### config.mk
export PLATFORM = sky130hd
export DESIGN_NAME = aes_cfg_regs
export DESIGN_NICKNAME = d
export VERILOG_FILES = /design/src/rtl/aes_pkg.sv /design/src/rtl/aes_cfg_regs.sv
export SDC_FILE = /design/constraint.sdc
export NUM_CORES = 1
export LEC_CHECK = 0
export ABC_AREA = 0
export BUFFER_PORTS_ARGS = -buffer_cell sky130_fd_sc_hd__clkbuf_2
export CAP_MARGIN = 20
export CELL_PAD_IN_SITES_DETAIL_PLACEMENT = 0
export CELL_PAD_IN_SITES_GLOBAL_PLACEMENT = 1
export CORE_MARGIN = 4
export CORE_UTILIZATION = 45
export DETAILED_ROUTE_END_ITERATION = 8
export HOLD_SLACK_MARGIN = 0.15
export PLACE_DENSITY = 0.84
export SLEW_MARGIN = 20
export SYNTH_ARGS = -nofsm -noshare
export SYNTH_HDL_FRONTEND = slang
export SYNTH_SLANG_ARGS = --single-unit
### constraint.sdc
create_clock -name clk -period 1.63 [get_ports clk]
set_input_delay 0.163 -clock clk [delete_from_list [all_inputs] [get_ports clk]]
set_output_delay 0.163 -clock clk [all_outputs]
set_load 0.1 [all_outputs]
### src/rtl/aes_pkg.sv
// ----------------------------------------------------------------------------
// aes_pkg: shared definitions for the adaptive EMA smoother
// Widths, weight register map, class codes and reset values.
// ----------------------------------------------------------------------------
package aes_pkg;

    localparam int SAMPLE_W    = 24;
    localparam int WEIGHT_W    = 17;
    localparam int CLASS_W     = 3;
    localparam int CFG_INDEX_W = 3;
    localparam int NUM_WEIGHTS = 7;
    localparam int FRAC_W      = 16;

    localparam logic [WEIGHT_W-1:0] WEIGHT_ONE = WEIGHT_W'(65536);

    // register indexes on the configuration channel
    localparam logic [CFG_INDEX_W-1:0] REG_WEIGHT_ZERO   = 3'd0;
    localparam logic [CFG_INDEX_W-1:0] REG_WEIGHT_TINY   = 3'd1;
    localparam logic [CFG_INDEX_W-1:0] REG_WEIGHT_SMALL  = 3'd2;
    localparam logic [CFG_INDEX_W-1:0] REG_WEIGHT_MEDIUM = 3'd3;
    localparam logic [CFG_INDEX_W-1:0] REG_WEIGHT_LARGE  = 3'd4;
    localparam logic [CFG_INDEX_W-1:0] REG_WEIGHT_HUGE   = 3'd5;
    localparam logic [CFG_INDEX_W-1:0] REG_WEIGHT_JUMP   = 3'd6;

    // step classes; each selects the weight register of the same index
    localparam logic [CLASS_W-1:0] CLASS_ZERO   = 3'd0;
    localparam logic [CLASS_W-1:0] CLASS_TINY   = 3'd1;
    localparam logic [CLASS_W-1:0] CLASS_SMALL  = 3'd2;
    localparam logic [CLASS_W-1:0] CLASS_MEDIUM = 3'd3;
    localparam logic [CLASS_W-1:0] CLASS_LARGE  = 3'd4;
    localparam logic [CLASS_W-1:0] CLASS_HUGE   = 3'd5;
    localparam logic [CLASS_W-1:0] CLASS_JUMP   = 3'd6;

    typedef logic [NUM_WEIGHTS-1:0][WEIGHT_W-1:0] weight_array_t;

    localparam weight_array_t WEIGHT_RESET = {
        WEIGHT_W'(65536),
        WEIGHT_W'(52429),
        WEIGHT_W'(49152),
        WEIGHT_W'(45875),
        WEIGHT_W'(6554),
        WEIGHT_W'(13107),
        WEIGHT_W'(9830)
    };

endpackage

### src/rtl/aes_cfg_regs.sv
// ----------------------------------------------------------------------------
// aes_cfg_regs: weight register bank
// Seven Q1.16 weights written over the configuration channel.
// ----------------------------------------------------------------------------
module aes_cfg_regs
    import aes_pkg::*;
(
    input  logic                   clk,
    input  logic                   rst_n,
    input  logic                   cfg_valid,
    input  logic [CFG_INDEX_W-1:0] cfg_index,
    input  logic [WEIGHT_W-1:0]    cfg_data,
    output weight_array_t          weights
);

    weight_array_t weights_reg;

    always_ff @(posedge clk or negedge rst_n)
    begin
        if (!rst_n)
        begin
            weights_reg <= WEIGHT_RESET;
        end
        else if (cfg_valid && (cfg_index <= REG_WEIGHT_JUMP))
        begin
            // indexes past the last register are dropped
            weights_reg[cfg_index] <= cfg_data;
        end
    end

    assign weights = weights_reg;

endmodule

* Yosys cells after proc, flatten, opt, wreduce, memory -nomap -nowiden
Cells that the tools add are included.
** Storage, ports and cells
- Output and inout bits :: 119
- Bits in registers :: 119
- Input bits :: 23
** Operators by class
- Reductions and logical operators :: 2
- Muxes and demuxes :: 3
- Order comparisons :: 3
** Operators with widths (number)
- $bwmux W119 :: 1
- $demux W17 S3 :: 1
- $mux W17 :: 1
- $lt A3 B4 Y1 const B :: 1
- $ge A3 B1 Y1 const B :: 1
- $le A3 B3 Y1 const B :: 1
- $logic_and A1 B1 Y1 :: 2

* Logic depth before layout (Yosys ltp)
- Depth in word-level cells :: 5
- Mapped depth :: 5

* Worst setup path after synthesis
No wires, ideal clock.
- Kind :: input -> register
- Start :: input cfg_index[1]
- End :: register weights_reg (netlist bit weights[11])
- Data arrival time :: 1287 ps
- Setup slack :: 216 ps
- Library setup time :: 126 ps
- Required time :: 1504 ps
- Buffers on the path :: 2
- Stages :: 4
- Path through :: buf_6 -> nor4b_4 -> buf_8 -> mux2_4
** Between the ends
- Longest elaborated chain between the ends :: 5
- Elaborated cells on any way between the ends :: 8
- Classes of those cells :: order compare: 3; mux: 3; reduce/logical: 2
** Ends and longest elaborated chain
- start: declaration :: line aes_cfg_regs.sv:11 : input logic [CFG_INDEX_W-1:0] cfg_index,
- $lt A3 B4 Y1 (not written as such) / $ge A3 B1 Y1 (equally long branches) :: line aes_cfg_regs.sv:27 : weights_reg[cfg_index] <= cfg_data;
- $logic_and A1 B1 Y1 (not written as such) :: line aes_cfg_regs.sv:27
- $mux W17 (not written as such) :: line aes_cfg_regs.sv:27
- $demux W17 S3 :: line aes_cfg_regs.sv:27
- $bwmux W119 :: line aes_cfg_regs.sv:27
- end signal: indexed assignment :: line aes_cfg_regs.sv:27
- end: declaration :: line aes_cfg_regs.sv:16 : weight_array_t weights_reg;
Parallel ways exist; a longest one is shown, timed or not.
A chain may end at the register's enable or synchronous reset.

* Worst setup path after layout
- Start :: register weights_reg (netlist bit weights[10])
- End :: output weights[10] (netlist bit)
** RTL lines
- end: declaration :: line aes_cfg_regs.sv:13 : output weight_array_t weights
No word-level cell between the ends.

==> results.json <==
{
  "first_global_vias": 3097,
  "overflow": 0,
  "filler_cell_count": 726,
  "relSlewSlack_pct": 62.1,
  "path_max_fanout": 2,
  "dr.pass1.iters": 5,
  "dieArea_sq_um": 12000,
  "path_clk_slew_ns": 0.06,
  "worstSetupStartpointType": "register",
  "final.setup_skew_ns": 0,
  "cts_htree_levels": 4,
  "syn-num-nets": 282,
  "antenna_found_initial": 0,
  "area_delta_synth_final_pct": 40.6,
  "drtAntennaViolNets": 0,
  "routedWlPerCell_microns": 18.9,
  "grt_pass1_wl_microns": 17500,
  "crit_path_top_delay_cell": "dfstp_2",
  "largest_register_ffs": 119,
  "top_layer_used": "met4",
  "drc_errors": 0,
  "drv_cap": 0,
  "setup_tns_ns": 0,
  "die_y_microns": 109,
  "gp_congestion": 0.712,
  "worstMarginPinSlew_ns": 0.572,
  "cts_tree": "done",
  "initial_utilization_pct": 46.7,
  "critPathTopFamily": "flip-flops",
  "setup_viol": 0,
  "cts_max_path_buffers": 2,
  "syn_inst": 259,
  "met2WireLength_microns": 5370,
  "dp_hpwl_microns": 7480,
  "arrival_ns": 1.38,
  "viasPerCell": 4.93,
  "clkLatencyLatePin_ns": 0.49,
  "cts.sinks": 119,
  "finalNetCount": 458,
  "fmax_mhz": 647,
  "timing.final.crit_share_pct": 94.9,
  "wirelength_microns": 11000,
  "yosys_warnings": 0,
  "route.met3.wl_microns": 835,
  "hold_path_class": "input pin to asynchronous set/reset pin",
  "grt_max_degree": 75,
  "avgSynthCellArea_sq_um": 17.9,
  "netlist_area_sq_um": 4620,
  "rsz0062_at_grt": "no",
  "tritoncts.num_buffers": 17,
  "critPathKind": "register to output port",
  "io_buffer_count": 141,
  "ios": 142,
  "cp_num_buf_inv": 1,
  "root_buffer": "clkbuf_8",
  "cp.required_ns": 1.47,
  "grt_use_total_pct": 19.7,
  "post_cts_buffers": 0,
  "layout-drive-gt1-share_pct": 78.8,
  "ys_ff_latch": 119,
  "max_stage_delay_ns": 0.55,
  "maxSlewViolCount": 0,
  "path_cells": "clkbuf_4",
  "cp-end-kind": "output port",
  "drt_iter0_drc": 81,
  "row_count": 36,
  "yosysSeqAreaShare_pct": 65.6,
  "die_w_microns": 109,
  "outcome": "completed",
  "synth_cell_type_count": 14,
  "via_count": 2872,
  "fp.coreArea_sq_um": 9910,
  "hold_violations": 0,
  "met1_length_microns": 4650,
  "fin_crit_ns": 1.55
}
==> path summary, 6_finish.rpt <==
| check | start | endpoint | slack [ns] | cells after the start |
|---|---|---|---|---|
| max | weights[10] | weights[10] | 0.08 | 1 |
| min | rst_n | weights[67] | 0.21 | 3 |
| max reg2reg | weights[68] | weights[68] | 0.84 | 1 |
| min reg2reg | weights[47] | weights[47] | 0.50 | 1 |
| max in group asynchronous | rst_n | weights[37] | 1.02 | 3 |
| min in group clk | cfg_index[0] | weights[53] | 0.32 | 4 |
==> synth_stat cells <==
master      n  area share, %
nor4bb_1    1           0.22
mux2_1      1           0.24
buf_2       7           0.76
dfrtp_1    76             41
nand4b_2    2           0.65
buf_6       2           0.49
buf_8       1           0.32
mux2_2    108             26
and4bb_2    2           0.54
nor4b_4     1           0.51
nand4b_4    1           0.51
dfstp_2    43             24
mux2_4     10            3.2
buf_4       4           0.65
==> cells in the final DEF (no fill, tap or decap) <==
master / instances
and4bb_2: 2
buf_12: 4
buf_4: 9
bufinv_16: 5
clkbuf_16: 16
clkbuf_2: 97
clkbuf_4: 43
clkbuf_8: 3
clkinv_2: 1
clkinv_4: 4
dfrtp_1: 76
dfstp_2: 43
diode_2: 1
dlygate4sd3_1: 18
inv_6: 3
mux2_1: 1
mux2_2: 108
mux2_4: 10
nand4b_2: 2
nand4b_4: 1
nor4b_4: 1
nor4bb_4: 1
==> layout make-up <==
| type | instances | area (sq um) | share of cell area, % |
|---|---|---|---|
| clock inverter | 13 | 216 | 3.33 |
| antenna | 1 | 2.50 | 0.0385 |
| clock buffer | 19 | 442 | 6.80 |
| timing repair buffer | 171 | 1140 | 17.5 |
| multi-input combinational | 126 | 1510 | 23.2 |
| sequential | 119 | 3030 | 46.6 |
| tap | 133 | 166 | 2.56 |
==> what timing repair did <==
action,in CTS,in global routing
hold buffers,18,0
hold endpoints to repair,238,0
gates resized for setup,43,0
setup endpoints to repair,43,0
==> per-layer routing <==
layer / track usage, % / vias up
met5: 0 / -
met4: 6.68 / 0
met3: 7.46 / 12
met2: 31.0 / 105
met1: 25.2 / 1463
li1: - / 1292
==> cell families after synthesis <==
kind of cell	count (synthesis)	share of synthesized area, %
muxes	119	29.8
DFF	119	65.6
buffers and inverters	14	2.22
and+or+nand+nor	7	2.43
==> per-stage QoR <==
step	cells	utilization [%]	worst slack (ns)	instance area (sq um)	hold WS (ns)
after global placement	531	56.0	0.249	5550	0.179
after global routing	581	65.6	0.0364	6500	0.223
after floorplan	259	-	0.216	4620	-0.133
after detailed placement	531	56.0	0.216	5550	0.172
after CTS	581	65.6	0.0574	6500	0.200
final	582	65.6	0.0833	6500	0.213
Power is left out: the tool's default activity adds up to more than one toggle a clock period on the data nets, which glitch-free logic cannot reach.
